$ cat src/hdl/tgfw_pkg.sv
// ----------------------------------------------------------------------------
// tgfw_pkg
// Shared types, constants and the glyph font for the text sheet writer.
// ----------------------------------------------------------------------------
package tgfw_pkg;

	localparam int DefSheetDim = 60;
	localparam int GlyphRows   = 5;
	localparam int GlyphPitch  = 6;
	localparam int GlyphCols   = GlyphPitch - 1;

	localparam logic [7:0] DOT_CHAR   = 8'd46;
	localparam logic [7:0] INK_CHAR   = 8'd42;
	localparam logic [7:0] SPACE_CHAR = 8'd32;
	localparam logic [7:0] CODE_A     = 8'd65;
	localparam logic [7:0] CODE_Z     = 8'd90;

	typedef enum logic [1:0] {
		OP_CLEAR = 2'd0,
		OP_DRAW  = 2'd1,
		OP_READ  = 2'd2,
		OP_NOP   = 2'd3
	} op_t;

	typedef enum logic [1:0] {
		AL_COLUMN = 2'd0,
		AL_LEFT   = 2'd1,
		AL_RIGHT  = 2'd2,
		AL_CENTER = 2'd3
	} align_t;

	// Kind of work queued for the back end
	typedef enum logic [1:0] {
		JOB_CLEAR = 2'd0,
		JOB_CELL  = 2'd1,
		JOB_GLYPH = 2'd2,
		JOB_READ  = 2'd3
	} job_kind_t;

	// Back-end sequencer states
	typedef enum logic [1:0] {
		BK_IDLE  = 2'd0,
		BK_CLEAR = 2'd1,
		BK_GLYPH = 2'd2,
		BK_READ  = 2'd3
	} bk_state_t;

	// Row is unsigned. The column is signed 11 bits: far placements wrap, but
	// every wrapped value is still negative or well past the sheet edge.
	typedef struct packed {
		job_kind_t   kind;
		logic [9:0]  row;
		logic [10:0] col;
		logic [7:0]  code;
	} job_t;

	// One glyph row, bit 4 is the leftmost column
	function automatic logic [4:0] glyph_bits(input logic [4:0] letter, input logic [2:0] r);
		logic [24:0] g;
		begin
			case (letter)
				5'd0:    g = {5'h0E, 5'h11, 5'h1F, 5'h11, 5'h11};
				5'd1:    g = {5'h1E, 5'h11, 5'h1E, 5'h11, 5'h1E};
				5'd2:    g = {5'h0F, 5'h11, 5'h10, 5'h10, 5'h0F};
				5'd3:    g = {5'h1E, 5'h11, 5'h11, 5'h11, 5'h1E};
				5'd4:    g = {5'h1F, 5'h10, 5'h1C, 5'h10, 5'h1F};
				5'd5:    g = {5'h1F, 5'h10, 5'h1C, 5'h10, 5'h10};
				5'd6:    g = {5'h0F, 5'h10, 5'h13, 5'h11, 5'h0E};
				5'd7:    g = {5'h11, 5'h11, 5'h1F, 5'h11, 5'h11};
				5'd8:    g = {5'h1F, 5'h04, 5'h04, 5'h04, 5'h1F};
				5'd9:    g = {5'h07, 5'h02, 5'h02, 5'h12, 5'h0C};
				5'd10:   g = {5'h11, 5'h12, 5'h1C, 5'h12, 5'h11};
				5'd11:   g = {5'h10, 5'h10, 5'h10, 5'h10, 5'h1F};
				5'd12:   g = {5'h11, 5'h1B, 5'h15, 5'h11, 5'h11};
				5'd13:   g = {5'h11, 5'h19, 5'h15, 5'h13, 5'h11};
				5'd14:   g = {5'h0E, 5'h11, 5'h11, 5'h11, 5'h0E};
				5'd15:   g = {5'h1E, 5'h11, 5'h1E, 5'h10, 5'h10};
				5'd16:   g = {5'h0E, 5'h11, 5'h11, 5'h13, 5'h0F};
				5'd17:   g = {5'h1E, 5'h11, 5'h1E, 5'h12, 5'h11};
				5'd18:   g = {5'h0F, 5'h10, 5'h0E, 5'h01, 5'h1E};
				5'd19:   g = {5'h1F, 5'h15, 5'h04, 5'h04, 5'h0E};
				5'd20:   g = {5'h11, 5'h11, 5'h11, 5'h11, 5'h0E};
				5'd21:   g = {5'h11, 5'h11, 5'h0A, 5'h0A, 5'h04};
				5'd22:   g = {5'h11, 5'h11, 5'h15, 5'h1B, 5'h11};
				5'd23:   g = {5'h11, 5'h0A, 5'h04, 5'h0A, 5'h11};
				5'd24:   g = {5'h11, 5'h0A, 5'h04, 5'h04, 5'h04};
				5'd25:   g = {5'h1F, 5'h02, 5'h04, 5'h08, 5'h1F};
				default: g = '0;
			endcase
			case (r)
				3'd0:    glyph_bits = g[24:20];
				3'd1:    glyph_bits = g[19:15];
				3'd2:    glyph_bits = g[14:10];
				3'd3:    glyph_bits = g[9:5];
				3'd4:    glyph_bits = g[4:0];
				default: glyph_bits = '0;
			endcase
		end
	endfunction

endpackage

$ cat src/hdl/tgfw_queue.sv
// ----------------------------------------------------------------------------
// tgfw_queue
// Two-entry job queue between the front and back ends.
// ----------------------------------------------------------------------------
module tgfw_queue (
	input  logic           clk,
	input  logic           arst_n,
	input  logic           push,
	input  tgfw_pkg::job_t push_job,
	input  logic           pop,
	output logic           not_empty,
	output logic           almost_full,
	output tgfw_pkg::job_t head
);
	import tgfw_pkg::*;

	job_t       mem_q [2];
	logic       wp_q, rp_q;
	logic [1:0] cnt_q;

	always_ff @(posedge clk or negedge arst_n) begin
		if (!arst_n) begin
			wp_q  <= 1'b0;
			rp_q  <= 1'b0;
			cnt_q <= '0;
		end else begin
			if (push) wp_q <= ~wp_q;
			if (pop)  rp_q <= ~rp_q;
			cnt_q <= cnt_q + 2'(push) - 2'(pop);
		end
	end

	always_ff @(posedge clk) begin
		if (push) mem_q[wp_q] <= push_job;
	end

	assign head        = mem_q[rp_q];
	assign not_empty   = (cnt_q != 2'd0);
	assign almost_full = (cnt_q != 2'd0);

	a_no_overflow: assert property (@(posedge clk) disable iff (!arst_n)
		!(push && !pop && cnt_q == 2'd2))
		else $error("queue overflow");
	a_no_underflow: assert property (@(posedge clk) disable iff (!arst_n)
		!(pop && cnt_q == 2'd0))
		else $error("queue underflow");
	a_count: assert property (@(posedge clk) disable iff (!arst_n)
		cnt_q <= 2'd2)
		else $error("queue count out of range");

endmodule

$ cat config.mk
export PLATFORM = sky130hd
export DESIGN_NAME = tgfw_queue
export DESIGN_NICKNAME = d
export VERILOG_FILES = /design/src/hdl/tgfw_pkg.sv /design/src/hdl/tgfw_queue.sv
export SDC_FILE = /design/constraint.sdc
export NUM_CORES = 1
export LEC_CHECK = 0
export BUFFER_PORTS_ARGS = -buffer_cell sky130_fd_sc_hd__buf_2
export CAP_MARGIN = 20
export CORE_MARGIN = 2
export CORE_UTILIZATION = 47
export DETAILED_ROUTE_END_ITERATION = 12
export PLACE_DENSITY = 0.78
export SYNTH_ARGS = -nofsm -noshare
export SYNTH_HDL_FRONTEND = slang
export SYNTH_SLANG_ARGS = --single-unit
$ cat constraint.sdc
create_clock -name clk -period 2.2 [get_ports clk]
set_clock_uncertainty 0.15 [all_clocks]
set_input_delay 0.44 -clock clk [delete_from_list [all_inputs] [get_ports clk]]
set_output_delay 0.44 -clock clk [all_outputs]
set_load 0.03 [all_outputs]
==> results of run 1 <==
repair_timing:
action / 4_1_cts / 5_1_grt
hold buffers: 1 / 0
setup endpoints to repair: 0 / 0
buffers inserted: 0 / 0
endpoints found under the hold margin: 4 / 0
routing by layer:
layer  global-route usage, %  wire (um)
met5                       0          0
met4                    7.89         50
met3                    4.83        249
met2                    23.3       2010
met1                    14.2       1460
logic make-up (layout without fill, tap and decap cells):
family | Yosys count | count (layout)
multiplexers | 31 | 31
XOR/XNOR | 3 | 3
adder cells (fa/ha/maj) | 2 | 2
AND/OR/NAND/NOR | 3 | 3
buffers and inverters | 7 | 92
flip-flops | 66 | 66
report_power, final:
| part | leakage [nW] | total [mW] | internal [mW] | switching [mW] |
|---|---|---|---|---|
| registers | 0.628 | 1.75 | 1.68 | 0.0783 |
| clock network | 0.0816 | 0.795 | 0.400 | 0.395 |
| logic | 0.609 | 1.73 | 0.724 | 1.01 |
metrics by stage:
stage	power [mW]	worst slack (ns)
final	4.28	0.128
after CTS	4.34	0.0997
after global placement	3.51	0.453
after global routing	4.48	0.0726
after detailed placement	3.53	0.460
after floorplan	3.22	0.357
synth_stat cells, drive strengths merged:
| cell type | number | area (sq um) |
|---|---|---|
| inv | 2 | 7.51 |
| nor2b | 1 | 6.26 |
| mux2 | 31 | 458 |
| edfxtp | 62 | 1860 |
| or2 | 1 | 6.26 |
| xor3 | 1 | 23.8 |
| buf | 5 | 78.8 |
| dfrtp | 4 | 100 |
| xor2 | 2 | 17.5 |
| and2 | 1 | 6.26 |
| ha | 2 | 25.0 |
final cells by class:
class                           instances  area share, %
Multi-Input combinational cell         39           17.4
Sequential cell                        66           62.0
Clock inverter                          4          0.592
Inverter                                2          0.237
Clock buffer                           12           4.27
Timing Repair Buffer                   74           12.7
Tap cell                               72           2.84
registers in the layout, summed over array words and instances, names as in the netlist:
signal and count:
rp_q 1, cnt_q 2, mem_q 62, wp_q 1
how the worst max path moves through the flow:
stage | from | end | slack [ns] | cells after the start
global route | rp_q$_DFFE_PN0P_ | head[30] | 0.07 | 3
global placement | rp_q$_DFFE_PN0P_ | head[30] | 0.45 | 3
finish | rp_q$_DFFE_PN0P_ | head[30] | 0.13 | 3
detailed placement | rp_q$_DFFE_PN0P_ | head[30] | 0.46 | 3
CTS | rp_q$_DFFE_PN0P_ | head[30] | 0.1 | 3
floorplan | push | mem_q[0][0]$_DFFE_PP_ | 0.36 | 1
==> flow_metrics.tcl, run 1 <==
set metrics [dict create \
    status "complete, no violations" \
    grt_use_total_pct 13.5 \
    numPortBuffers 67 \
    cp_top_family "buffers and inverters" \
    post_dp_cell_area_sq_mm 0.00300 \
    cts_tree "done" \
    synth_area_sq_mm 0.00259 \
    period_needed_ns 2.07 \
    fmax_mhz 483 \
    leakage_nw 1.32 \
    fin_tns_setup_ns 0 \
    synth_top_family_by_area "multiplexers" \
    wl_per_cell_um 14.0 \
    core_sq_mm 0.00541 \
    fin_util_pct 58.6 \
    cp_cell_sequence "buf_4 > mux2_2 > buf_2" \
    ys_ff_latch 66 \
    cap_violations 0 \
    synth-xor-area-share_pct 1.59 \
    ant_nets 0 \
    start_util_pct 47.9 \
    cts-htree-levels 3 \
    period_share_pct 94.2 \
    yosysWarnings 0 \
    r2r-end "mem_q[0][0]$_DFFE_PP_" \
    stdcell_count 269 \
    ys_seq_area_share_pct 75.7 \
    cts_buffer_depth 2 \
    hold_viol 0 \
    power_density_mw_per_mm2 1350 \
    slowest_delay_ns 0.38 \
    gp_congestion 0.691 \
    rows 27 \
    slowest_stage "dfrtp_2" \
    rr_startpoint "wp_q$_DFFE_PN0P_" \
    avgViaCountPerCell 4.55 \
    fp.dieH_um 78.3 \
    start_kind "flop" \
    fin_nets 229 \
    syn_area_per_cell_sq_um 23.1 \
    post_cts_resized 0 \
    final_cell_mix "67 x buf_2, 62 x edfxtp_1, 29 x mux2_4" \
    crit_buf_inv 2 \
    worstHoldPathType "input port to flop" \
    rsz0062_at_grt "no" \
    hold_start "push_job[17]" \
    dr_total_vias 1225 \
    ff_latch_area_sq_mm 0.00196 \
    syn_nets 149 \
    first_pass_iters 4 \
    min_to "mem_q[1][17]$_DFFE_PP_" \
    hold_depth 1 \
    worst_slew_pin_slew_ns 0.339 \
    reg2regPathDepth 2 \
    crit_fanout 12 \
    multi_input_area_sq_um 551 \
    synth_compound_area_share_pct 0 \
    cts_sinks 66 \
    grt_pass1_vias 1353 \
    yosys-mux-area-fraction_pct 17.7 \
    slew-limit-headroom_pct 77.3 \
    crit_arrival_ns 1.48 \
    final_cell_area_sq_mm 0.00317 \
    finalMaxSlewViolations 0 \
    vdd_drop_max_v 0.000751 \
    overflow 0 \
    setup_viol 0 \
    die_x_um 78.3 \
    diodes 0 \
    cp.required_ns 1.61 \
    fin_hold_ws_ns 0.153 \
    worstSkewPairLatency_ns 0.32 \
    area_delta_synth_final_pct 22.3 \
    layout-drive-gt1-share_pct 60.4 \
    grt_max_degree 21 \
    yosys.area_share.simple_pct 0.724 \
    grt_first_pass_wirelength_um 5950 \
    top_level_ports 68 \
    mostFrequentLayoutCell "buf_2" \
    synth_adder_area_share_pct 0.966 \
    die_area_sq_mm 0.00612 \
    cp-end-kind "primary output" \
    path_class "flop to primary output" \
    drtIter0Drc 72 \
    grt_antenna_before_repair 0 \
    path_clk_slew_ns 0.06 \
    routed_wl_um 3770 \
    drc_errors 0 \
    synth_cell_types 14 \
    clockRootBuffer "clkbuf_8" \
    dp_hpwl_um 2570 \
    rrSetupSlack_ns 0.70 \
    cts_made_buffers 9 \
    dp_cells 252 \
    syn_inst 112 \
    fillers 441 \
]
Power figures use the tool's default switching activity.
==> inputs of run 2 (changes only) <==
REMOVE_ABC_BUFFERS = 1   (was unset)
==> run 2 against run 1 <==
Routed wire length up 1.8%. Combinational power about the same. Die area unchanged. Largest cell class unchanged. Power about the same. Worst hold slack worse by 0.0021 ns. Non-clock buffer count is 1 lower. Clock power decreased by 0.5%. Setup slack better by 0.022 ns. Critical path type unchanged. Flip-flop and latch count unchanged. Register-to-register slack improved by 0.05 ns.
==> flow_metrics.tcl, run 2 (synthesized netlist as in run 1, its figures left out) <==
set metrics [dict create \
    dr_total_vias 1236 \
    routed_wl_um 3830 \
    top_regs "mem_q: 62 flops, cnt_q: 2 flops" \
    worstHoldPathType "input port to flop" \
    hold_viol 0 \
    path_clk_slew_ns 0.06 \
    fin_nets 228 \
    worst_slew_pin_slew_ns 0.366 \
    power_density_mw_per_mm2 1350 \
    use_met1_pct 14.4 \
    cts_tree "done" \
    period_share_pct 93.2 \
    avgViaCountPerCell 4.63 \
    start_util_pct 47.9 \
    diodes 0 \
    gp_congestion 0.680 \
    fp.dieH_um 78.3 \
    period_needed_ns 2.05 \
    slew-limit-headroom_pct 75.5 \
    dp_cells 251 \
    rsz0062_at_grt "no" \
    pre_cts_slack_ns 0.488 \
    fmax_mhz 488 \
    final_cell_area_sq_mm 0.00317 \
    vdd_drop_max_v 0.000654 \
    grt_use_total_pct 13.5 \
    regMostFlops "mem_q" \
    stdcell_count 267 \
    cts_made_buffers 9 \
    mostFrequentLayoutCell "buf_2" \
    overflow 0 \
    crit_arrival_ns 1.46 \
    cap_violations 0 \
    cts_sinks 66 \
    largest_register_ffs 62 \
    grt_max_degree 22 \
    area_delta_synth_final_pct 22.3 \
    cp-end-kind "primary output" \
    top_usage_layer "met2" \
    post_cts_resized 0 \
    setup_slack_ns 0.150 \
    finalMaxSlewViolations 0 \
    fin_util_pct 58.6 \
    top_level_ports 68 \
    setup_viol 0 \
    cp.required_ns 1.61 \
    post_dp_cell_area_sq_mm 0.00301 \
    rows 27 \
    grt_first_pass_wirelength_um 5940 \
    fillers 440 \
    cts-htree-levels 3 \
    core_sq_mm 0.00541 \
    drtIter0Drc 67 \
    grt_pass1_vias 1299 \
    final_cell_mix "67 x buf_2, 62 x edfxtp_1, 29 x mux2_4" \
    layout-drive-gt1-share_pct 60.5 \
    crit_fanout 11 \
    status "complete, no violations" \
    start_kind "flop" \
    cts_buffer_depth 2 \
    numPortBuffers 67 \
    met2_usage_pct 22.6 \
    ant_nets 0 \
    worstSkewPairLatency_ns 0.32 \
    first_pass_iters 4 \
    wl_per_cell_um 14.4 \
    dp_hpwl_um 2560 \
    clockRootBuffer "clkbuf_8" \
    drc_errors 0 \
    grt_antenna_before_repair 0 \
    path_class "flop to primary output" \
    die_area_sq_mm 0.00612 \
    leakage_nw 1.32 \
    die_x_um 78.3 \
    use_met3_pct 5.29 \
]
run 2: changes by cell type in the layout (fill, tap and decap cells not counted):
cell      previous run  this run
buf_12               1         2
clkbuf_1             3         1
buf_4                5         3
clkinv_1             1         2
run 2: final timing paths:
check / startpoint / endpoint / slack [ns] / depth (start not counted)
min reg2reg: wp_q$_DFFE_PN0P_ / wp_q$_DFFE_PN0P_ / 0.40 / 1
max in group asynchronous: arst_n / rp_q$_DFFE_PN0P_ / 1.47 / 2
max reg2reg: wp_q$_DFFE_PN0P_ / mem_q[0][28]$_DFFE_PP_ / 0.75 / 2
max: rp_q$_DFFE_PN0P_ / head[21] / 0.15 / 3
min: push_job[19] / mem_q[1][19]$_DFFE_PP_ / 0.15 / 1
min in group asynchronous: arst_n / rp_q$_DFFE_PN0P_ / 0.30 / 2
run 2: worst max-delay path, cell delays in order (launching register included):
cell	delay (ns)
dfrtp_2	0.38
buf_4	0.24
mux2_4	0.33
buf_2	0.18
run 2: layout make-up:
cell class | instances | area [sq um] | share of cell area (%)
clock buffer | 10 | 128 | 4.03
sequential | 66 | 1960 | 61.9
inverter | 2 | 7.51 | 0.237
tap | 72 | 90.1 | 2.84
clock inverter | 5 | 22.5 | 0.711
multi-input combinational | 39 | 551 | 17.4
timing repair buffer | 73 | 408 | 12.9
run 2: routing by layer:
metal	part of all wire (%)	vias to the layer above
li1	-	590
met1	40	598
met2	52	43
met3	6.8	5
met4	1.4	0
met5	0	-
run 2: report_power, final:
| group | switching [mW] | internal, mW | leakage, nW |
|---|---|---|---|
| sequential | 0.0807 | 1.68 | 0.628 |
| clock | 0.402 | 0.389 | 0.0808 |
| combinational | 1.00 | 0.731 | 0.608 |
| total | 1.49 | 2.80 | 1.32 |
run 2: stage by stage:
stage	hold WS [ns]	total power, mW	setup TNS [ns]
final	0.151	4.28	0
after global routing	0.122	4.49	0
after CTS	0.136	4.34	0
after detailed placement	0.103	3.54	0
after global placement	0.106	3.53	0
after floorplan	-0.00559	3.08	-9.57
run 2: what timing repair did:
action | CTS | global route
endpoints found under the hold margin | 4 | 0
hold buffers | 1 | 0
buffers inserted | 0 | 0
==> inputs of run 3 (changes only) <==
CTS_BUF_LIST = sky130_fd_sc_hd__clkbuf_16   (was unset)
==> run 3 against run 2 <==
First-iteration DRC count fell by 18%. Largest power group unchanged. Cell area rose by 3.2%. Combinational power barely moved. Largest cell class unchanged. Count of clock-buffer cells in the layout fell by 1. Routed wire length rose by 0.89%. Fmax rose by 0.58%. Clock power rose by 50%.
==> flow_metrics.tcl, run 3 (synthesized netlist as in run 1, its figures left out) <==
set metrics [dict create \
    status "complete, no violations" \
    p_clk_share_pct 25.3 \
    clockRootBuffer "clkbuf_16" \
    crit_arrival_ns 1.45 \
    cp.required_ns 1.61 \
    path_class "flop to primary output" \
    worstHoldPathType "input port to flop" \
    slew-limit-headroom_pct 75.3 \
    grt_max_degree 22 \
    vdd_drop_max_v 0.000771 \
    setup_viol 0 \
    top_level_ports 68 \
    worst_slew_pin_slew_ns 0.369 \
    fin_hold_ws_ns 0.162 \
    finalMaxSlewViolations 0 \
    hold_viol 0 \
    internal_power_mw 3.14 \
    routed_wl_um 3870 \
    cts_tree "done" \
    crit_fanout 11 \
    drc_errors 0 \
    power_frac_comb_pct 37.1 \
    hold_depth 1 \
    cts_sinks 66 \
    path_clk_slew_ns 0.05 \
    cts-htree-levels 3 \
    fp.dieH_um 78.3 \
    leakage_nw 1.37 \
    die_area_sq_mm 0.00612 \
    top_regs "mem_q: 62 flops, cnt_q: 2 flops" \
    reg2regPathDepth 2 \
    worstSkewPairLatency_ns 0.31 \
    mostFrequentLayoutCell "buf_2" \
    largest_register_ffs 62 \
    cts_setup_buffers 0 \
    wl_per_cell_um 14.5 \
    dp_hpwl_um 2560 \
    dr_total_vias 1238 \
    final_cell_mix "67 x buf_2, 62 x edfxtp_1, 29 x mux2_4" \
    grt_use_total_pct 13.3 \
    die_x_um 78.3 \
    numPortBuffers 67 \
    cts_buffer_depth 2 \
    power_density_mw_per_mm2 1430 \
    period_needed_ns 2.04 \
    grt_first_pass_wirelength_um 5940 \
    grt_pass1_vias 1279 \
    cap_violations 0 \
    core_sq_mm 0.00541 \
    rows 27 \
    cp-end-kind "primary output" \
    period_share_pct 92.6 \
    diodes 0 \
    grt_antenna_before_repair 0 \
    area_delta_synth_final_pct 26.2 \
    overflow 0 \
    fillers 432 \
    avgViaCountPerCell 4.64 \
    start_util_pct 47.9 \
    p_switching_mw 1.54 \
    p_sw_share_pct 32.8 \
    fmax_mhz 491 \
    fin_util_pct 60.5 \
    layout-drive-gt1-share_pct 60.5 \
    post_cts_resized 0 \
    first_pass_iters 4 \
    regMostFlops "mem_q" \
    rsz0062_at_grt "no" \
    fin_nets 228 \
    ant_nets 0 \
    start_kind "flop" \
    p_seq_share_pct 37.6 \
    cts_made_buffers 9 \
    drtIter0Drc 55 \
    gp_congestion 0.680 \
]
==> run 3: per-layer routing <==
| layer | global-route usage, % | vias to the layer above | wire, um |
|---|---|---|---|
| met5 | 0 | - | 0 |
| met4 | 7.54 | 0 | 76 |
| met3 | 4.60 | 7 | 273 |
| met2 | 22.8 | 42 | 1930 |
| met1 | 14.3 | 597 | 1590 |
| li1 | - | 592 | - |
==> run 3: area by class of cell <==
cell class	instances	area, sq um	area share [%]
inverters	2	7.51	0.230
flip-flops and latches	66	1960	60.0
clock buffers	9	225	6.89
clock inverters	6	26.3	0.803
multi-input cells	39	551	16.8
repair buffers	73	408	12.5
well taps	72	90.1	2.75
==> run 3: worst max-delay path: stages, from the launching register on <==
cell and delay [ns]:
dfrtp_2 0.38, buf_4 0.24, mux2_4 0.33, buf_2 0.18
==> run 3: final timing paths <==
| check | from | endpoint | slack (ns) |
|---|---|---|---|
| worst max-delay path | rp_q$_DFFE_PN0P_ | head[21] | 0.16 |
| worst min-delay path | push_job[19] | mem_q[1][19]$_DFFE_PP_ | 0.16 |
| worst max register to register | wp_q$_DFFE_PN0P_ | mem_q[0][28]$_DFFE_PP_ | 0.74 |
| worst min register to register | wp_q$_DFFE_PN0P_ | wp_q$_DFFE_PN0P_ | 0.40 |
| max in group asynchronous | arst_n | rp_q$_DFFE_PN0P_ | 1.46 |
| min in group asynchronous | arst_n | rp_q$_DFFE_PN0P_ | 0.31 |
==> run 3: power groups by stage <==
stage / clock [mW] / combinational (mW) / sequential, mW
global route: 1.26 / 1.84 / 1.78
detailed placement: 0 / 1.76 / 1.78
global placement: 0 / 1.75 / 1.77
finish: 1.19 / 1.74 / 1.76
CTS: 1.21 / 1.77 / 1.76
floorplan: 0 / 1.20 / 1.88
==> run 3: what timing repair did <==
item / CTS / global route
endpoints found under the setup margin: 0 / 0
hold buffers: 1 / 0
endpoints found under the hold margin: 4 / 0
==> run 3: metrics by stage <==
stage,worst slack (ns),setup TNS [ns],cells,power [mW],instance area [sq um]
3_3_place_gp,0.493,0,251,3.53,3010
3_5_place_dp,0.488,0,251,3.54,3010
5_1_grt,0.122,0,267,4.88,3270
6_report,0.162,0,267,4.68,3270
2_1_floorplan,-0.218,-9.57,107,3.08,2510
4_1_cts,0.147,0,267,4.74,3270
