<file path="config.mk">
export PLATFORM = sky130hd
export DESIGN_NAME = tgfw_front
export DESIGN_NICKNAME = d
export VERILOG_FILES = /design/src/hdl/tgfw_pkg.sv /design/src/hdl/tgfw_front.sv
export SDC_FILE = /design/constraint.sdc
export NUM_CORES = 1
export LEC_CHECK = 0
export BUFFER_PORTS_ARGS = -buffer_cell sky130_fd_sc_hd__buf_2
export CAP_MARGIN = 0
export CORE_MARGIN = 4
export CORE_UTILIZATION = 50
export CTS_BUF_LIST = sky130_fd_sc_hd__clkbuf_2 sky130_fd_sc_hd__clkbuf_4 sky130_fd_sc_hd__clkbuf_8
export DETAILED_ROUTE_END_ITERATION = 16
export GPL_TIMING_DRIVEN = 0
export PLACE_DENSITY = 0.72
export SETUP_SLACK_MARGIN = 0.4
export SLEW_MARGIN = 20
export SYNTH_ARGS = -nofsm -noshare
export SYNTH_HDL_FRONTEND = slang
export SYNTH_SLANG_ARGS = --single-unit
</file>
<file path="constraint.sdc">
create_clock -name clk -period 0.88 [get_ports clk]
set_input_delay 0.132 -clock clk [delete_from_list [all_inputs] [get_ports clk]]
set_output_delay 0.132 -clock clk [all_outputs]
set_load 0.05 [all_outputs]
</file>
<file path="src/hdl/tgfw_pkg.sv">
// ----------------------------------------------------------------------------
// tgfw_pkg
// Shared types, constants and the glyph font for the text sheet writer.
// ----------------------------------------------------------------------------
package tgfw_pkg;

	localparam int DefSheetDim = 60;
	localparam int GlyphRows   = 5;
	localparam int GlyphPitch  = 6;
	localparam int GlyphCols   = GlyphPitch - 1;

	localparam logic [7:0] DOT_CHAR   = 8'd46;
	localparam logic [7:0] INK_CHAR   = 8'd42;
	localparam logic [7:0] SPACE_CHAR = 8'd32;
	localparam logic [7:0] CODE_A     = 8'd65;
	localparam logic [7:0] CODE_Z     = 8'd90;

	typedef enum logic [1:0] {
		OP_CLEAR = 2'd0,
		OP_DRAW  = 2'd1,
		OP_READ  = 2'd2,
		OP_NOP   = 2'd3
	} op_t;

	typedef enum logic [1:0] {
		AL_COLUMN = 2'd0,
		AL_LEFT   = 2'd1,
		AL_RIGHT  = 2'd2,
		AL_CENTER = 2'd3
	} align_t;

	// Kind of work queued for the back end
	typedef enum logic [1:0] {
		JOB_CLEAR = 2'd0,
		JOB_CELL  = 2'd1,
		JOB_GLYPH = 2'd2,
		JOB_READ  = 2'd3
	} job_kind_t;

	// Back-end sequencer states
	typedef enum logic [1:0] {
		BK_IDLE  = 2'd0,
		BK_CLEAR = 2'd1,
		BK_GLYPH = 2'd2,
		BK_READ  = 2'd3
	} bk_state_t;

	// Row is unsigned. The column is signed 11 bits: far placements wrap, but
	// every wrapped value is still negative or well past the sheet edge.
	typedef struct packed {
		job_kind_t   kind;
		logic [9:0]  row;
		logic [10:0] col;
		logic [7:0]  code;
	} job_t;

	// One glyph row, bit 4 is the leftmost column
	function automatic logic [4:0] glyph_bits(input logic [4:0] letter, input logic [2:0] r);
		logic [24:0] g;
		begin
			case (letter)
				5'd0:    g = {5'h0E, 5'h11, 5'h1F, 5'h11, 5'h11};
				5'd1:    g = {5'h1E, 5'h11, 5'h1E, 5'h11, 5'h1E};
				5'd2:    g = {5'h0F, 5'h11, 5'h10, 5'h10, 5'h0F};
				5'd3:    g = {5'h1E, 5'h11, 5'h11, 5'h11, 5'h1E};
				5'd4:    g = {5'h1F, 5'h10, 5'h1C, 5'h10, 5'h1F};
				5'd5:    g = {5'h1F, 5'h10, 5'h1C, 5'h10, 5'h10};
				5'd6:    g = {5'h0F, 5'h10, 5'h13, 5'h11, 5'h0E};
				5'd7:    g = {5'h11, 5'h11, 5'h1F, 5'h11, 5'h11};
				5'd8:    g = {5'h1F, 5'h04, 5'h04, 5'h04, 5'h1F};
				5'd9:    g = {5'h07, 5'h02, 5'h02, 5'h12, 5'h0C};
				5'd10:   g = {5'h11, 5'h12, 5'h1C, 5'h12, 5'h11};
				5'd11:   g = {5'h10, 5'h10, 5'h10, 5'h10, 5'h1F};
				5'd12:   g = {5'h11, 5'h1B, 5'h15, 5'h11, 5'h11};
				5'd13:   g = {5'h11, 5'h19, 5'h15, 5'h13, 5'h11};
				5'd14:   g = {5'h0E, 5'h11, 5'h11, 5'h11, 5'h0E};
				5'd15:   g = {5'h1E, 5'h11, 5'h1E, 5'h10, 5'h10};
				5'd16:   g = {5'h0E, 5'h11, 5'h11, 5'h13, 5'h0F};
				5'd17:   g = {5'h1E, 5'h11, 5'h1E, 5'h12, 5'h11};
				5'd18:   g = {5'h0F, 5'h10, 5'h0E, 5'h01, 5'h1E};
				5'd19:   g = {5'h1F, 5'h15, 5'h04, 5'h04, 5'h0E};
				5'd20:   g = {5'h11, 5'h11, 5'h11, 5'h11, 5'h0E};
				5'd21:   g = {5'h11, 5'h11, 5'h0A, 5'h0A, 5'h04};
				5'd22:   g = {5'h11, 5'h11, 5'h15, 5'h1B, 5'h11};
				5'd23:   g = {5'h11, 5'h0A, 5'h04, 5'h0A, 5'h11};
				5'd24:   g = {5'h11, 5'h0A, 5'h04, 5'h04, 5'h04};
				5'd25:   g = {5'h1F, 5'h02, 5'h04, 5'h08, 5'h1F};
				default: g = '0;
			endcase
			case (r)
				3'd0:    glyph_bits = g[24:20];
				3'd1:    glyph_bits = g[19:15];
				3'd2:    glyph_bits = g[14:10];
				3'd3:    glyph_bits = g[9:5];
				3'd4:    glyph_bits = g[4:0];
				default: glyph_bits = '0;
			endcase
		end
	endfunction

endpackage

</file>
<file path="src/hdl/tgfw_front.sv">
// ----------------------------------------------------------------------------
// tgfw_front
// Accepts items, filters NOP items and no-op draws and computes the start column.
// ----------------------------------------------------------------------------
module tgfw_front #(
	parameter int SHEET_DIM = tgfw_pkg::DefSheetDim
) (
	input  logic             clk,
	input  logic             arst_n,
	input  logic             in_valid,
	input  logic [1:0]       opcode,
	input  logic             font_large,
	input  logic [1:0]       align_mode,
	input  logic [5:0]       row,
	input  logic [5:0]       column,
	input  logic [7:0]       text_len,
	input  logic [7:0]       char_index,
	input  logic [7:0]       char_code,
	output logic             job_valid,
	output tgfw_pkg::job_t   job
);
	import tgfw_pkg::*;

	localparam logic signed [11:0] Dim    = 12'(SHEET_DIM);
	localparam logic signed [11:0] Half   = 12'(SHEET_DIM / 2);
	localparam logic signed [11:0] HalfLo = 12'(SHEET_DIM / 2 - GlyphPitch / 2);
	localparam logic signed [11:0] Pitch  = 12'(GlyphPitch);

	logic signed [11:0] idx_s, len_s, col_s, rem_s, half_len_s, col_c;
	logic               act;
	job_kind_t          kind_c;

	// Column placement; multiplies by 6 are shift-adds on narrow values
	always_comb begin
		idx_s      = {4'd0, char_index};
		len_s      = {4'd0, text_len};
		col_s      = {6'd0, column};
		rem_s      = len_s - 12'sd1 - idx_s;
		half_len_s = {5'd0, text_len[7:1]};
		col_c      = '0;
		if (!font_large) begin
			case (align_mode)
				AL_COLUMN: col_c = col_s + idx_s;
				AL_LEFT:   col_c = idx_s;
				AL_RIGHT:  col_c = Dim - 12'sd1 - rem_s;
				AL_CENTER: col_c = Half - half_len_s + idx_s;
				default:   col_c = '0;
			endcase
		end else begin
			case (align_mode)
				AL_COLUMN: col_c = col_s + Pitch * idx_s;
				AL_LEFT:   col_c = Pitch * idx_s;
				AL_RIGHT:  col_c = Dim - Pitch - Pitch * rem_s;
				AL_CENTER: col_c = (text_len[0] ? HalfLo : Half) - Pitch * half_len_s
						+ Pitch * idx_s;
				default:   col_c = '0;
			endcase
		end
	end

	// Classify the item
	always_comb begin
		act    = 1'b0;
		kind_c = JOB_CLEAR;
		case (op_t'(opcode))
			OP_CLEAR: begin
				act = 1'b1;
				kind_c = JOB_CLEAR;
			end
			OP_READ: begin
				act = 1'b1;
				kind_c = JOB_READ;
			end
			OP_DRAW: begin
				if (char_index < text_len) begin
					if (font_large) begin
						act = (char_code >= CODE_A) && (char_code <= CODE_Z);
						kind_c = JOB_GLYPH;
					end else begin
						act = (char_code != SPACE_CHAR);
						kind_c = JOB_CELL;
					end
				end
			end
			default: act = 1'b0;
		endcase
	end

	// Registered job toward the queue
	always_ff @(posedge clk or negedge arst_n) begin
		if (!arst_n) begin
			job_valid <= 1'b0;
		end else begin
			job_valid <= in_valid && act;
		end
	end

	always_ff @(posedge clk) begin
		job.kind <= kind_c;
		job.row  <= {4'd0, row};
		job.col  <= (kind_c == JOB_READ) ? {5'd0, column} : col_c[10:0];
		job.code <= char_code;
	end

endmodule

</file>
==> reports/metrics.cfg, run 1 <==
[status]
status = finished with violations
violations = negative hold slack, negative setup slack

[finish]
antenna_cells = 0
drive_gt1_share_pct = 36.6
post-route-cell-area_sq_mm = 0.00701
fillerInstances = 661
final_core_util_pct = 74.5
finish.net_count = 879
final_cell_mix = ha_1, xnor2_1, inv_1
layout.cells.non_filler = 851
final_common_cell = ha_1
synthToLayoutAreaGrowth_pct = 42.3

[clock_tree]
root_buffer = clkbuf_8
clockBufferDepth = 2
holdBufCountCts = 1
clk_pin_slew_ns = 0.09
cts_buffers = 3
h-tree-depth = 1
cts.sink_count = 28
cts_tree = built

[detailed_routing]
first_pass_iters = 5
wire_per_inst_microns = 17.9
drc_errors = 0
vias_per_cell = 5.84
vias = 4970
drtAntennaViolNets = 0
wl_mm = 15.2
drt_iter0_markers = 262

[place]
place_ws_ns = -3.82
place.gp.congestion = 0.966
io_buffers = 70
postPlaceCellArea_sq_mm = 0.00582
dp.cells = 803
dp_hpwl_mm = 11.3

[synthesis]
synth_cell_type_count = 70
netlist_instances = 601
synth_edf_count = 0
synthFlopType = dfxtp_1
avgSynthCellArea_sq_um = 8.20
ys_ff_latch = 28
netlist_area_sq_mm = 0.00493
yosys_warnings = 0
ys_async_sr_fraction_pct = 3.57
ys_seq_area_share_pct = 11.5

[setup_path]
slowest_stage = a311o_1
cp-end-kind = register
cp_max_fo = 7
startpoint_type = input pin
required_ns = 1.06
crit_buf_inv = 4
worstSetupPathType = in -> reg
max_stage_delay_ns = 0.36
cp_top_family = compound AO/OA/AOI/OAI gates
arrival_ns = 4.23

[power]
p_leak_uw = 0.00311
p_per_area_mw_per_mm2 = 2260
peakVddDrop_v = 0.00135

[timing]
finalSetupTns_ns = -26.93
finalSetupViolCount = 34
rsz0062_at_grt = yes
layout_min_cycle_time_ns = 4.06
finalCritPeriodShare_pct = 461
max_slew_margin_pct = 61.4
finalMaxSlewViolations = 0
fmax_mhz = 247
setup_ws_ns = -3.18
max_slew.worst_pin.slew_ns = 0.574
hold_viol_final = 10
hold_ws_ns = -0.0277

[global_route]
grt_pass1_vias = 4994
grt-ovfl-total = 0
grt_max_degree = 16
grt_pass1_wl_mm = 24.7
grt_use_total_pct = 26.6
antenna_found_initial = 0

[floorplanning]
die_w_microns = 107
initial_core_util_pct = 52.4
num_io_pins = 76
die_y_microns = 107
row_count = 35
die_area_sq_mm = 0.0115
core_area_sq_mm = 0.00942

[flow_run]
cap_violations = 0

[hold_path]
min_path_type = in -> reg

## kinds of logic after synthesis
family / after synthesis / synth area share, %
muxes: 8 / 2.89
DFF: 28 / 11.5
adders and majority gates: 112 / 29.8
other: 1 / 0.0761
AOI/OAI and AO/OA: 159 / 22.0
and+or+nand+nor: 152 / 14.9
buffers and inverters: 71 / 6.02
xor gates and xnor gates: 70 / 12.9
## cell type report
type | count | area (sq um) | share of cell area, %
Clock buffer | 4 | 55.1 | 0.785
Sequential cell | 28 | 664 | 9.47
Timing Repair Buffer | 114 | 1060 | 15.1
Tap cell | 129 | 161 | 2.30
Inverter | 54 | 230 | 3.28
Buffer | 17 | 193 | 2.75
Multi-Input combinational cell | 505 | 4650 | 66.3
## what timing repair did
item                                    4_1_cts  5_1_grt
setup buffers                                38        4
hold endpoints to repair                     14       13
cloned                                        1        0
pin swaps                                    52       14
gates resized for setup                     180       10
endpoints found under the setup margin       42       42
## final timing paths
kind | endpoint | from | cells after the start
min in group asynchronous | job_valid$_DFF_PN0_ | arst_n | 2
setup / recovery | job[18]$_SDFF_PP0_ | text_len[2] | 25
hold / removal | job[22]$_DFF_P_ | row[3] | 1
max in group asynchronous | job_valid$_DFF_PN0_ | arst_n | 2
## synth_stat cells, types with 5 or more instances
library cell | count | area share (%)
a21o_1 | 10 | 1.5
a21oi_1 | 40 | 4.1
inv_1 | 54 | 4.1
nor2b_1 | 10 | 1.3
mux4_2 | 5 | 2.3
nor3_1 | 10 | 1.0
nand2_1 | 44 | 3.4
ha_1 | 103 | 26
o22ai_1 | 7 | 0.89
clkbuf_1 | 8 | 0.61
xnor2_1 | 48 | 8.5
o21a_1 | 11 | 1.7
xor2_1 | 19 | 3.4
a211oi_1 | 10 | 1.5
fa_1 | 9 | 3.7
a31oi_1 | 5 | 0.63
dfxtp_1 | 27 | 11
o21ai_0 | 29 | 2.9
nor2_1 | 44 | 3.4
nand2b_1 | 5 | 0.63
nand3_1 | 12 | 1.2
## state kept, by name, summed over array words and instances (netlist names)
signal     cells
job_valid      1
job           27
## metrics by stage
| step | power [uW] | hold WS, ns |
|---|---|---|
| 2_1_floorplan | 9500 | -0.164 |
| 3_3_place_gp | 11500 | -0.0938 |
| 3_5_place_dp | 11700 | -0.0907 |
| 4_1_cts | 15200 | -0.0393 |
| 5_1_grt | 16900 | -0.0428 |
| 6_report | 15900 | -0.0277 |
## where the power goes
group	internal (uW)	switching [uW]
Clock	399	337
Sequential	1530	123
Combinational	6450	7050
## layer usage
layer	vias to the layer above	GRT usage (%)	routed length (microns)
li1	2368	-	-
met1	2318	33.8	6360
met2	243	48.1	7450
met3	41	1.32	934
met4	0	8.13	497
met5	-	0	0
Power figures use the tool's default switching activity.
==> inputs of run 2 (changes only) <==
--- a/config.mk
+++ b/config.mk
@@ -5,6 +5,7 @@
 export SDC_FILE = /design/constraint.sdc
 export NUM_CORES = 1
 export LEC_CHECK = 0
+export ABC_CLOCK_PERIOD_IN_PS = 880
 export BUFFER_PORTS_ARGS = -buffer_cell sky130_fd_sc_hd__buf_2
 export CAP_MARGIN = 0
 export CORE_MARGIN = 4
@@ -12,7 +13,7 @@
 export CTS_BUF_LIST = sky130_fd_sc_hd__clkbuf_2 sky130_fd_sc_hd__clkbuf_4 sky130_fd_sc_hd__clkbuf_8
 export DETAILED_ROUTE_END_ITERATION = 16
 export GPL_TIMING_DRIVEN = 0
-export PLACE_DENSITY = 0.72
+export PLACE_DENSITY = 0.75
 export SETUP_SLACK_MARGIN = 0.4
 export SLEW_MARGIN = 20
 export SYNTH_ARGS = -nofsm -noshare
==> reports/metrics.cfg, run 2 (synthesized netlist as in run 1, its figures left out) <==
[power]
p_seq_share_pct = 10.0  ; was 10.4%
peakVddDrop_v = 0.00162  ; was 0.00135 V
p_leak_uw = 0.00310  ; was 0.00311 uW
power_switching_uw = 7670  ; was 7510 uW
p_sw_share_pct = 46.5  ; was 47.3%
finalPower_uw = 16500  ; was 15900 uW
p_clk_share_pct = 6.1  ; was 4.6%
p_per_area_mw_per_mm2 = 2350  ; was 2260 mW/mm^2
p_int_uw = 8830  ; was 8380 uW
combinationalPowerShare_pct = 83.9  ; was 85.0%

[finish]
layout.cells.non_filler = 846  ; was 851
top_register = job  ; unchanged
drive_gt1_share_pct = 36.8  ; was 36.6%
final_common_cell = ha_1  ; unchanged
final_cell_mix = ha_1, inv_1, xnor2_1  ; was ha_1, xnor2_1, inv_1
top_regs = job: 27 flops, job_valid: 1 flops  ; unchanged
final_core_util_pct = 74.7  ; was 74.5%
antenna_cells = 0  ; unchanged
synthToLayoutAreaGrowth_pct = 42.7  ; was 42.3%
largest_reg_flops = 27  ; unchanged
finish.net_count = 874  ; was 879

[timing]
setup_ws_ns = -3.33  ; was -3.18 ns
rsz0062_at_grt = yes  ; unchanged
hold_ws_ns = -0.0511  ; was -0.0277 ns
layout_min_cycle_time_ns = 4.21  ; was 4.06 ns
finalSetupViolCount = 42  ; was 34
fmax_mhz = 237  ; was 247 MHz
finalSetupTns_ns = -27.00  ; was -26.93 ns
max_slew_margin_pct = 62.6  ; was 61.4%
finalMaxSlewViolations = 0  ; unchanged
max_slew.worst_pin.slew_ns = 0.558  ; was 0.574 ns
finalCritPeriodShare_pct = 479  ; was 461%
hold_viol_final = 13  ; was 10

[global_route]
grt_max_degree = 17  ; was 16
grt_pass1_wl_mm = 23.8  ; was 24.7 mm
grt_use_total_pct = 25.8  ; was 26.6%
antenna_found_initial = 0  ; unchanged
grt-ovfl-total = 0  ; unchanged
grt_pass1_vias = 4835  ; was 4994

[clock_tree]
cts.sink_count = 28  ; unchanged
cts_buffers = 3  ; unchanged
holdBufCountCts = 1  ; unchanged
clk_pin_slew_ns = 0.10  ; was 0.09 ns
root_buffer = clkbuf_8  ; unchanged
clockBufferDepth = 2  ; unchanged
h-tree-depth = 1  ; unchanged
cts_tree = built  ; unchanged

[setup_path]
cp_top_family = compound AO/OA/AOI/OAI gates  ; unchanged
crit_buf_inv = 4  ; unchanged
cp-end-kind = register  ; unchanged
max_stage_delay_ns = 0.35  ; was 0.36 ns
cp_common_cell = ha_4
required_ns = 1.08  ; was 1.06 ns
arrival_ns = 4.41  ; was 4.23 ns
slowest_stage = a311o_1  ; unchanged
cp_max_fo = 5  ; was 7
worstSetupPathType = in -> reg  ; unchanged
startpoint_type = input pin  ; unchanged

[detailed_routing]
drtAntennaViolNets = 0  ; unchanged
drt_iter0_markers = 224  ; was 262
vias = 4850  ; was 4970
drc_errors = 0  ; unchanged
wl_mm = 15.4  ; was 15.2 mm
vias_per_cell = 5.73  ; was 5.84
first_pass_iters = 4  ; was 5
wire_per_inst_microns = 18.3  ; was 17.9 microns

[floorplanning]
die_area_sq_mm = 0.0115  ; unchanged
num_io_pins = 76  ; unchanged
core_area_sq_mm = 0.00942  ; unchanged
initial_core_util_pct = 52.4  ; unchanged
die_y_microns = 107  ; unchanged
die_w_microns = 107  ; unchanged
row_count = 35  ; unchanged

[flow_run]
cap_violations = 0  ; unchanged

[place]
dp_hpwl_mm = 11.6  ; was 11.3 mm
io_buffers = 70  ; unchanged
place.gp.congestion = 0.924  ; was 0.966
dp.cells = 803  ; unchanged

[status]
violations = negative hold slack, negative setup slack  ; unchanged
status = finished with violations  ; unchanged

[hold_path]
min_path_type = in -> reg  ; unchanged

## run 2: path summary, 6_finish.rpt
kind	slack [ns]	endpoint	start	cells past startpoint
setup / recovery	-3.33	job[18]$_SDFF_PP0_	text_len[2]	25
min in group asynchronous	0.15	job_valid$_DFF_PN0_	arst_n	2
max in group asynchronous	0.64	job_valid$_DFF_PN0_	arst_n	2
hold / removal	-0.05	job[23]$_DFF_P_	row[4]	1
## run 2: layer usage
| layer | GRT usage [%] | wire length (microns) | up-vias |
|---|---|---|---|
| li1 | - | - | 2364 |
| met1 | 32.4 | 6480 | 2287 |
| met2 | 46.6 | 7660 | 169 |
| met3 | 2.58 | 922 | 30 |
| met4 | 6.94 | 376 | 0 |
| met5 | 0 | 0 | - |
## run 2: layout make-up
class | count | area (sq um)
Buffer | 17 | 186
Clock buffer | 3 | 41.3
Clock inverter | 1 | 30.0
Fill cell | 650 | 2380
Inverter | 54 | 230
Multi-Input combinational cell | 505 | 4710
Sequential cell | 28 | 664
Tap cell | 129 | 161
Timing Repair Buffer | 109 | 1010
## run 2: power by group through the flow
stage | logic, uW | clock network, uW | registers [uW]
5_1_grt | 14800 | 1070 | 1680
6_report | 13800 | 1000 | 1660
3_3_place_gp | 9860 | 0 | 1590
2_1_floorplan | 7170 | 0 | 2340
4_1_cts | 11100 | 1020 | 1660
3_5_place_dp | 10000 | 0 | 1600
## run 2: repair_timing
item,CTS,global route
pin swaps,25,39
resized for setup,135,69
buffers inserted,19,19
setup endpoints to repair,42,42
hold endpoints to repair,15,13
## run 2: per-stage QoR
step | hold WS (ns) | setup WS [ns] | cell area (sq um)
6_report | -0.0511 | -3.33 | 7040
5_1_grt | -0.0588 | -3.48 | 7040
4_1_cts | -0.0525 | -3.12 | 6530
3_5_place_dp | -0.0928 | -3.77 | 5820
3_3_place_gp | -0.0938 | -3.71 | 5820
2_1_floorplan | -0.164 | -3.05 | 5310
==> inputs of run 3 (changes only) <==
--- a/config.mk
+++ b/config.mk
@@ -10,7 +10,7 @@
 export CAP_MARGIN = 0
 export CORE_MARGIN = 4
 export CORE_UTILIZATION = 50
-export CTS_BUF_LIST = sky130_fd_sc_hd__clkbuf_2 sky130_fd_sc_hd__clkbuf_4 sky130_fd_sc_hd__clkbuf_8
+export CTS_BUF_LIST = sky130_fd_sc_hd__clkbuf_16
 export DETAILED_ROUTE_END_ITERATION = 16
 export GPL_TIMING_DRIVEN = 0
 export PLACE_DENSITY = 0.75
==> reports/metrics.cfg, run 3 (synthesized netlist as in run 1, its figures left out) <==
[place]
dp.cells = 803  ; unchanged
place.gp.congestion = 0.924  ; unchanged
dp_hpwl_mm = 11.6  ; unchanged
io_buffers = 70  ; unchanged

[status]
status = finished with violations  ; unchanged
violations = negative hold slack, negative setup slack  ; unchanged

[hold_path]
hold_depth = 1  ; unchanged
min_path_type = in -> reg  ; unchanged

[detailed_routing]
drtAntennaViolNets = 0  ; unchanged
wire_per_inst_microns = 18.2  ; was 18.3 microns
vias_per_cell = 5.70  ; was 5.73
drt_iter0_markers = 218  ; was 224
vias = 4823  ; was 4850
wl_mm = 15.4  ; about the same
first_pass_iters = 5  ; was 4
drc_errors = 0  ; unchanged

[setup_path]
cp_max_fo = 5  ; unchanged
required_ns = 1.07  ; was 1.08 ns
cp-end-kind = register  ; unchanged
worstSetupPathType = in -> reg  ; unchanged
arrival_ns = 4.38  ; was 4.41 ns
startpoint_type = input pin  ; unchanged

[timing]
hold_ws_ns = -0.0329  ; was -0.0511 ns
max_slew_margin_pct = 62.2  ; was 62.6%
max_slew.worst_pin.slew_ns = 0.563  ; was 0.558 ns
finalMaxSlewViolations = 0  ; unchanged
rsz0062_at_grt = yes  ; unchanged
setup_ws_ns = -3.31  ; was -3.33 ns
finalSetupViolCount = 25  ; was 42
fmax_mhz = 239  ; was 237 MHz
finalSetupTns_ns = -26.58  ; was -27.00 ns
layout_min_cycle_time_ns = 4.19  ; was 4.21 ns
hold_viol_final = 7  ; was 13
finalCritPeriodShare_pct = 476  ; was 479%

[finish]
drive_gt1_share_pct = 36.7  ; was 36.8%
antenna_cells = 0  ; unchanged
synthToLayoutAreaGrowth_pct = 43.5  ; was 42.7%
largest_reg_flops = 27  ; unchanged
final_cell_mix = ha_1, inv_1, xnor2_1  ; unchanged
layout.cells.non_filler = 846  ; unchanged
top_register = job  ; unchanged
final_core_util_pct = 75.1  ; was 74.7%
final_common_cell = ha_1  ; unchanged
finish.net_count = 874  ; unchanged
top_regs = job: 27 flops, job_valid: 1 flops  ; unchanged

[global_route]
grt_pass1_wl_mm = 23.8  ; about the same
grt-ovfl-total = 0  ; unchanged
antenna_found_initial = 0  ; unchanged
grt_max_degree = 17  ; unchanged
grt_use_total_pct = 25.8  ; about the same
grt_pass1_vias = 4860  ; was 4835

[power]
p_per_area_mw_per_mm2 = 2380  ; was 2350 mW/mm^2
p_leak_uw = 0.00312  ; was 0.00310 uW
finalPower_uw = 16800  ; was 16500 uW
peakVddDrop_v = 0.00162  ; about the same

[clock_tree]
holdBufCountCts = 1  ; unchanged
root_buffer = clkbuf_16  ; was clkbuf_8
h-tree-depth = 1  ; unchanged
cts_buffers = 3  ; unchanged
clk_pin_slew_ns = 0.07  ; was 0.10 ns
cts.sink_count = 28  ; unchanged
cts_tree = built  ; unchanged
clockBufferDepth = 2  ; unchanged

[floorplanning]
core_area_sq_mm = 0.00942  ; unchanged
die_area_sq_mm = 0.0115  ; unchanged
die_w_microns = 107  ; unchanged
row_count = 35  ; unchanged
num_io_pins = 76  ; unchanged
initial_core_util_pct = 52.4  ; unchanged
die_y_microns = 107  ; unchanged

[flow_run]
cap_violations = 0  ; unchanged

==> run 3: worst max-delay path: stages <==
cell,delay [ns]
buf_12,0.08
clkinvlp_4,0.14
ha_4,0.20
nand2_4,0.05
nand2_4,0.06
xnor2_2,0.13
ha_1,0.30
o21a_1,0.12
o31a_1,0.13
o31a_1,0.27
o21ai_1,0.17
nand2b_1,0.11
xnor2_2,0.29
ha_4,0.26
ha_4,0.23
buf_6,0.11
buf_6,0.12
nand2_1,0.06
a21oi_1,0.06
a311o_1,0.35
nor4_2,0.32
xnor2_1,0.17
xnor2_1,0.17
nand2_1,0.10
a211oi_2,0.23
==> run 3: per-stage QoR <==
| stage | cell area, sq um | setup WS, ns |
|---|---|---|
| after floorplan | 5310 | -3.05 |
| after global placement | 5820 | -3.71 |
| after detailed placement | 5820 | -3.77 |
| after CTS | 6560 | -3.13 |
| after global routing | 7070 | -3.50 |
| final | 7070 | -3.31 |
==> run 3: cell type report <==
cell class                 count  area [sq um]
multi-input combinational    505          4710
timing repair buffer         109          1020
clock inverter                 1          30.0
fill                         632          2340
buffer                        17           186
sequential                    28           664
tap                          129           161
inverter                      54           230
clock buffer                   3          75.1
==> run 3: metal layers <==
| layer | wire length (microns) | track usage (%) | vias up |
|---|---|---|---|
| met5 | 0 | 0 | - |
| met3 | 888 | 2.46 | 31 |
| li1 | - | - | 2370 |
| met2 | 7600 | 46.8 | 160 |
| met4 | 392 | 6.94 | 0 |
| met1 | 6490 | 32.3 | 2262 |
==> run 3: worst paths after layout <==
kind	from	end
max	text_len[2]	job[18]$_SDFF_PP0_
min	row[4]	job[23]$_DFF_P_
max in group asynchronous	arst_n	job_valid$_DFF_PN0_
min in group asynchronous	arst_n	job_valid$_DFF_PN0_
==> run 3: power breakdown <==
group / internal [uW] / total [uW] / switching, uW / leakage (uW)
Sequential: 1530 / 1650 / 127 / 0.000249
Combinational: 6700 / 13800 / 7150 / 0.00282
Clock: 906 / 1340 / 430 / 0.0000511
==> run 3: repair_timing <==
action                                  4_1_cts  5_1_grt
endpoints found under the hold margin        14        7
buffers inserted                             19       19
resized for setup                           135       70
pin swaps                                    25       39
endpoints found under the setup margin       42       42
